[src/rtl/sparse_neighbor_cell_counter_defines.svh]
// ---------------------------------------------------------------------------
// sparse_neighbor_cell_counter_defines
// Assertion macros shared by the sparse neighbour cell counter
// ---------------------------------------------------------------------------
`ifndef SPARSE_NEIGHBOR_CELL_COUNTER_DEFINES_SVH
`define SPARSE_NEIGHBOR_CELL_COUNTER_DEFINES_SVH

// same-cycle implication, checked out of reset
`define SNC_ASSERT_NOW(lbl, ante, cons) \
    lbl: assert property (@(posedge aclk) disable iff (!aresetn) (ante) |-> (cons)) \
        else $error("snc assertion failed");

// next-cycle implication, checked out of reset
`define SNC_ASSERT_NEXT(lbl, ante, cons) \
    lbl: assert property (@(posedge aclk) disable iff (!aresetn) (ante) |=> (cons)) \
        else $error("snc assertion failed");

`endif

[src/rtl/snc_pkg.sv]
// ---------------------------------------------------------------------------
// snc_pkg
// Types and constants of the sparse neighbour cell counter
// ---------------------------------------------------------------------------
package snc_pkg;

    localparam int          SNC_MAX_WIDTH = 256;
    localparam logic [7:0]  OCCUPIED_MARK = 8'h40;
    localparam logic [3:0]  SPARSE_LIMIT  = 4'd4;

    typedef enum logic [1:0] {
        ST_RUN,
        ST_FLUSH,
        ST_DRAIN,
        ST_DONE
    } snc_state_t;

    // one column of the 3x3 window
    typedef struct packed {
        logic top;
        logic mid;
        logic bot;
    } col_t;

    // one line buffer cell: the two rows above the current one
    typedef struct packed {
        logic upper;
        logic lower;
    } line_t;

    // judge control for one window step
    typedef struct packed {
        logic jn;
        logic je;
        logic lm;
        logic em;
    } judge_ctl_t;

endpackage

[src/rtl/sparse_neighbor_cell_counter.sv]
// ---------------------------------------------------------------------------
// sparse_neighbor_cell_counter
// Counts occupied grid cells with fewer than four occupied neighbours
// ---------------------------------------------------------------------------
// Cells of an n by n grid (n from the grid size register, zero read as one,
// capped at the smaller of MAX_WIDTH and 255) are taken one per cycle in row
// order while the block is in its run state and input is valid. The two rows
// above the current one sit in a chain of MAX_WIDTH two-bit cells that shifts
// once per cell, so the window moves one column per cell. After the last cell
// the block takes no cells while the chain is run once more with an empty row
// to judge the bottom row, then passes through the drain and done states to
// settle the total. The total waits in an output register while the next grid
// streams in. The chain needs no clearing after reset. A grid size write restarts the grid.
// ---------------------------------------------------------------------------
module sparse_neighbor_cell_counter
    import snc_pkg::*;
#(
    parameter int MAX_WIDTH = SNC_MAX_WIDTH
) (
    input  logic        aclk,
    input  logic        aresetn,
    input  logic        cfg_valid,
    output logic        cfg_ready,
    input  logic [7:0]  cfg_data,   // grid_size
    input  logic        s_tvalid,
    output logic        s_tready,
    input  logic [7:0]  s_tdata,    // cell_byte
    output logic        m_tvalid,
    input  logic        m_tready,
    output logic [15:0] m_tdata     // sparse_total
);

`include "sparse_neighbor_cell_counter_defines.svh"

    localparam int         CAP_INT  = (MAX_WIDTH < 255) ? MAX_WIDTH : 255;
    localparam logic [7:0] SIZE_CAP = 8'(CAP_INT);

    snc_state_t  state_reg, state_next;
    logic [7:0]  grid_size_reg;
    logic [7:0]  col_reg;
    logic [7:0]  row_reg;
    logic [15:0] total_reg, total_next;
    logic [15:0] out_data_reg;
    logic        out_valid_reg;
    judge_ctl_t  ctl_reg, ctl_next;
    col_t        win_reg [3];

    logic        cfg_we, in_acc, step, out_load;
    logic [7:0]  tail_col, cfg_size_eff;
    logic        last_col, last_row, cur_bit, row_zero;
    col_t        trio, left_n, left_e;
    line_t       line_in;
    line_t       chain [MAX_WIDTH];
    logic        hit_n, hit_e;
    logic [1:0]  inc;

    assign cfg_ready = 1'b1;
    assign cfg_we    = cfg_valid && cfg_ready;
    assign in_acc    = s_tvalid && s_tready;
    assign step      = in_acc || (state_reg == ST_FLUSH);

    assign cfg_size_eff = (cfg_data == 8'd0)    ? 8'd1 :
                          (cfg_data > SIZE_CAP) ? SIZE_CAP : cfg_data;

    assign tail_col = grid_size_reg - 8'd1;
    assign last_col = (col_reg == tail_col);
    assign last_row = (row_reg == tail_col);
    assign row_zero = (row_reg == 8'd0);
    assign cur_bit  = (state_reg == ST_RUN) && (s_tdata == OCCUPIED_MARK);

    // rows above the top of the grid read as empty
    assign trio.bot      = cur_bit;
    assign trio.mid      = row_zero ? 1'b0 : chain[0].upper;
    assign trio.top      = row_zero ? 1'b0 : chain[0].lower;
    assign line_in.upper = cur_bit;
    assign line_in.lower = trio.mid;

    // line buffer chain
    for (genvar k = 0; k < MAX_WIDTH; k++) begin : g_line
        line_t nbr;
        if (k == MAX_WIDTH - 1) begin : g_end
            assign nbr = '0;
        end else begin : g_mid
            assign nbr = chain[k + 1];
        end
        snc_line_cell u_cell (
            .aclk      (aclk),
            .shift_en  (step),
            .load_sel  (32'(tail_col) == k),
            .load_bits (line_in),
            .next_bits (nbr),
            .bits      (chain[k])
        );
    end

    // window judges: inner cell and row end cell
    assign left_n = ctl_reg.lm ? '0 : win_reg[0];
    assign left_e = ctl_reg.em ? '0 : win_reg[1];

    snc_judge u_judge_inner (
        .left   (left_n),
        .centre (win_reg[1]),
        .right  (win_reg[2]),
        .hit    (hit_n)
    );

    snc_judge u_judge_end (
        .left   (left_e),
        .centre (win_reg[2]),
        .right  ('0),
        .hit    (hit_e)
    );

    assign inc        = 2'(hit_n && ctl_reg.jn) + 2'(hit_e && ctl_reg.je);
    assign total_next = total_reg + 16'(inc);

    always_comb begin
        ctl_next.jn = step && !cfg_we && !row_zero && (col_reg != 8'd0);
        ctl_next.je = step && !cfg_we && !row_zero && last_col;
        ctl_next.lm = (col_reg == 8'd1);
        ctl_next.em = (col_reg == 8'd0);
    end

    always_comb begin
        state_next = state_reg;
        out_load   = 1'b0;
        s_tready   = (state_reg == ST_RUN);
        case (state_reg)
            ST_RUN: begin
                if (in_acc && last_col && last_row) begin
                    state_next = ST_FLUSH;
                end
            end
            ST_FLUSH: begin
                if (last_col) begin
                    state_next = ST_DRAIN;
                end
            end
            ST_DRAIN: begin
                state_next = ST_DONE;
            end
            ST_DONE: begin
                if (!out_valid_reg || m_tready) begin
                    out_load   = 1'b1;
                    state_next = ST_RUN;
                end
            end
            default: begin
                state_next = ST_RUN;
            end
        endcase
        if (cfg_we) begin
            state_next = ST_RUN;
            out_load   = 1'b0;
        end
    end

    always_ff @(posedge aclk) begin
        if (!aresetn) begin
            state_reg <= ST_RUN;
        end else begin
            state_reg <= state_next;
        end
    end

    always_ff @(posedge aclk) begin
        if (!aresetn) begin
            grid_size_reg <= 8'd1;
            col_reg       <= 8'd0;
            row_reg       <= 8'd0;
            total_reg     <= 16'd0;
            out_valid_reg <= 1'b0;
            ctl_reg       <= '0;
        end else begin
            ctl_reg <= ctl_next;
            if (cfg_we) begin
                grid_size_reg <= cfg_size_eff;
                col_reg       <= 8'd0;
                row_reg       <= 8'd0;
                total_reg     <= 16'd0;
            end else begin
                if (step) begin
                    if (last_col) begin
                        col_reg <= 8'd0;
                        row_reg <= (state_reg == ST_FLUSH) ? 8'd0 : row_reg + 8'd1;
                    end else begin
                        col_reg <= col_reg + 8'd1;
                    end
                end
                total_reg <= out_load ? 16'd0 : total_next;
            end
            if (out_load) begin
                out_valid_reg <= 1'b1;
            end else if (m_tready) begin
                out_valid_reg <= 1'b0;
            end
        end
    end

    always_ff @(posedge aclk) begin
        if (step) begin
            win_reg[0] <= win_reg[1];
            win_reg[1] <= win_reg[2];
            win_reg[2] <= trio;
        end
        if (out_load) begin
            out_data_reg <= total_reg;
        end
    end

    assign m_tvalid = out_valid_reg;
    assign m_tdata  = out_data_reg;

    `SNC_ASSERT_NOW(a_col_in_grid, 1'b1, col_reg < grid_size_reg)
    `SNC_ASSERT_NOW(a_run_row_in_grid, state_reg == ST_RUN, row_reg < grid_size_reg)
    `SNC_ASSERT_NEXT(a_flush_moves_on, (state_reg == ST_FLUSH) && !cfg_we, (state_reg == ST_FLUSH) || (state_reg == ST_DRAIN))
    `SNC_ASSERT_NEXT(a_drain_to_done, (state_reg == ST_DRAIN) && !cfg_we, state_reg == ST_DONE)
    `SNC_ASSERT_NEXT(a_done_gives_word, out_load, m_tvalid && (total_reg == 16'd0))

endmodule

[src/rtl/snc_line_cell.sv]
// ---------------------------------------------------------------------------
// snc_line_cell
// One cell of the line buffer chain, loads at the tail or takes its neighbour
// ---------------------------------------------------------------------------
module snc_line_cell
    import snc_pkg::*;
(
    input  logic  aclk,
    input  logic  shift_en,
    input  logic  load_sel,
    input  line_t load_bits,
    input  line_t next_bits,
    output line_t bits
);

    line_t bits_reg;

    always_ff @(posedge aclk) begin
        if (shift_en) begin
            bits_reg <= load_sel ? load_bits : next_bits;
        end
    end

    assign bits = bits_reg;

endmodule

[src/rtl/snc_judge.sv]
// ---------------------------------------------------------------------------
// snc_judge
// Tests the centre of a 3x3 window for an occupied cell with few neighbours
// ---------------------------------------------------------------------------
module snc_judge
    import snc_pkg::*;
(
    input  col_t left,
    input  col_t centre,
    input  col_t right,
    output logic hit
);

    logic [3:0] count;

    assign count = 4'(left.top) + 4'(left.mid) + 4'(left.bot)
                 + 4'(centre.top) + 4'(centre.bot)
                 + 4'(right.top) + 4'(right.mid) + 4'(right.bot);

    assign hit = centre.mid && (count < SPARSE_LIMIT);

endmodule
[config.mk]
export PLATFORM = sky130hd
export DESIGN_NAME = sparse_neighbor_cell_counter
export DESIGN_NICKNAME = d
export VERILOG_FILES = /design/src/rtl/snc_pkg.sv /design/src/rtl/sparse_neighbor_cell_counter.sv /design/src/rtl/snc_line_cell.sv /design/src/rtl/snc_judge.sv
export VERILOG_INCLUDE_DIRS = /design/src /design/src/rtl
export SDC_FILE = /design/constraint.sdc
export NUM_CORES = 1
export LEC_CHECK = 0
export BUFFER_PORTS_ARGS = -buffer_cell sky130_fd_sc_hd__buf_2
export CORE_MARGIN = 3
export CORE_UTILIZATION = 50
export CTS_CLUSTER_DIAMETER = 50
export DETAILED_ROUTE_END_ITERATION = 10
export GPL_TIMING_DRIVEN = 0
export PLACE_DENSITY = 0.71
export SYNTH_ARGS = -nofsm -noshare
export SYNTH_HDL_FRONTEND = slang
export SYNTH_SLANG_ARGS = --single-unit
[constraint.sdc]
create_clock -name aclk -period 31.4 [get_ports aclk]
set_input_delay 6.28 -clock aclk [delete_from_list [all_inputs] [get_ports aclk]]
set_output_delay 6.28 -clock aclk [all_outputs]
set_load 0.005 [all_outputs]
==> run metrics <==
DP HPWL=40.8 mm; post-placement cell count=2525; Top Family by Delay on Critical Path=buffers and inverters; Distinct cells, synth=54; top cells by count, synth=537 x edfxtp_1, 510 x mux2_2, 293 x nor2_1; Worst Hold Class=reg2reg; min cycle time layout=8.74 ns; Max stage delay on crit path=0.69 ns; clock slew at reported path FFs=0.05 ns; Post CTS Setup Buffer Count=0; global route overflow=0; clock latency on the worst-skew pair=0.60 ns; DR vias=15.5k; GPL Wtd Cong=0.852; CP max FO=59; total chip power=1.76 mW; hold_ws=0.452 ns; register area=17100 µm²; Setup TNS Final=0 ns; Layout Utilization=57.4%; Worst EP arrival=9.04 ns; core area=51900 µm²; leakage power=9.93 nW; clk buf depth=3; sequential-to-total area share from yosys stat=64.4%; Tightest Pin Transition=1.53 ns; post-synth top area share=60.8%; CTS tree=built; share of post-route cells with drive strength above 1=34.7%; number of global-route vias before repair=15.7k; Cell Rows=83; Die Area=55800 µm²; PwrDens=59.1 nW/µm²; CP required=31.70 ns; status=finished, violations left; asr flop ratio synth=0%; IO buf count=38; first-pass GRT wire length=95.7 mm; failing checks=capacitance limit, slew limit; post-DR wirelength/cell=24.2 µm; max FFs per register=512; Hold Vio Cnt, Final=0; Most Frequent Cell on Critical Path=buf_16; drt drc=0; most common cell in the netlist=edfxtp_1; Final nets=1960; syn avg cell area=14.7 µm²; # fillers=4045; cts hold-fix bufs=0; initial antenna violation count=2; Iteration-0 DRC Markers=1417; diode count=0; Peak Freq=114 MHz; crit-path cells=buf_2, a21oi_1, inv_1, clkbuf_4, buf_16, buf_16, buf_16, buf_16; # H-tree levels=3; antenna-violating nets left=0; die width=236 µm; Num CTS Buffers=67; syn nets=1844; chip height=236 µm; DR vias/cell=5.85; Clock Skew=0.0276 ns; IO Count=40; final period utilization=27.8%; flops & latches, synth=584; synth top area cells=edfxtp_1 61%, mux2_2 22%, nor2_1 4.1%, dfxtp_1 3.5%, clkbuf_1 1.2%; Rel. slew slack=-1.83%; Setup CP Type=in2reg; area of the multi-input gates=8900 µm²; DRT Wirelength=63.8 mm; max_cap viols=1; RSZ-0062 raised after global routing=false; Final setup viols=0; non-filler instance count after layout=2641; Slew Limit Fails=11; first drt pass iteration count=5; Post-synth EDFFs=537; Slowest cell on crit path=a21oi_1; Mapped Cells=1798; largest net degree at the start of global routing=72; GRT Util Overall=22.6%; synthesized area=26500 µm²; CP Capture Type=flop; Main synth FF type=edfxtp_1; CTS resizes=0; WP buf/inv=7; post-synth top area cell=edfxtp_1; peak supply drop=0.0418 mV; CP Launch Type=primary input; Root Buffer=clkbuf_16; Starting Density=51.1%; Area Overhead vs Synth=12.4%; Clock Sinks=584; Synth Warn #=0
## cells in the final DEF, fill, tap and decap left out, types with 4 or more instances in the layout
| cell | count |
|---|---|
| edfxtp_1 | 537 |
| mux2_2 | 510 |
| nor2_1 | 292 |
| clkbuf_1 | 96 |
| clkbuf_16 | 69 |
| buf_2 | 58 |
| dfxtp_1 | 47 |
| nand2_1 | 43 |
| nand3_1 | 27 |
| xor2_1 | 24 |
| inv_1 | 21 |
| ha_1 | 21 |
| xnor2_1 | 19 |
| nor2b_1 | 15 |
| a21oi_1 | 15 |
| clkinv_1 | 13 |
| nor3_1 | 11 |
| and3_1 | 10 |
| nor4_1 | 9 |
| o21ai_0 | 8 |
| mux2i_1 | 8 |
| clkinv_2 | 8 |
| buf_16 | 8 |
| or3_1 | 7 |
| o211ai_1 | 7 |
| clkinvlp_4 | 6 |
| nand4_1 | 5 |
| buf_6 | 4 |
| or4_1 | 4 |
| a21o_1 | 4 |
| nand2b_1 | 4 |
| fa_1 | 4 |
| inv_6 | 4 |
## final timing paths
path                    start                         end  slack, ns  cells after the start
max                  s_tvalid   g_line[55].u_cell.bits[0]      22.66                      8
min reg2reg     win_reg[0][8]               win_reg[0][5]       0.45                      0
max reg2reg  grid_size_reg[0]  g_line[136].u_cell.bits[0]      26.84                     10
min             win_reg[0][8]               win_reg[0][5]       0.45                      0
## cell families (layout without fill, tap and decap cells)
kind of cell               after synthesis  count (layout)  synth area share, %
other                                    1               1               0.0141
and+or+nand+nor                        443             443                 7.28
xor gates and xnor gates                47              47                 1.76
AOI/OAI and AO/OA                       50              50                 1.26
adders and majority gates               25              25                 1.29
buffers and inverters                  130             293                 2.06
DFF                                    584             584                 64.4
muxes                                  518             518                 22.0
## per-stage QoR
step                      worst slack, ns  area (µm²)
after CTS                           22.75       29800
after floorplan                      8.83       26500
after global routing                22.49       29800
after global placement               2.84       27600
after detailed placement            22.13       27800
final                               22.66       29800
## area by class of cell
| type | count | share of cell area (%) |
|---|---|---|
| clock inverter | 35 | 0.835 |
| tap | 680 | 2.85 |
| sequential | 584 | 57.3 |
| inverter | 21 | 0.264 |
| clock buffer | 81 | 5.94 |
| timing repair buffer | 47 | 1.39 |
| multi-input combinational | 1084 | 29.9 |
| buffer | 109 | 1.58 |
## layer usage
| metal | global-route usage, % | up-vias | part of all wire (%) |
|---|---|---|---|
| met5 | 0 | - | 0 |
| met4 | 7.99 | 0 | 3.4 |
| met3 | 4.42 | 137 | 7.0 |
| met2 | 36.3 | 572 | 48 |
| met1 | 30.9 | 7875 | 42 |
| li1 | - | 6871 | - |
## where the power goes
part / switching (mW) / total (mW) / internal, mW
logic: 0.0696 / 0.116 / 0.0462
clock network: 0.313 / 0.732 / 0.419
registers: 0.0126 / 0.913 / 0.900
total: 0.395 / 1.76 / 1.37
Power figures use the tool's default switching activity.
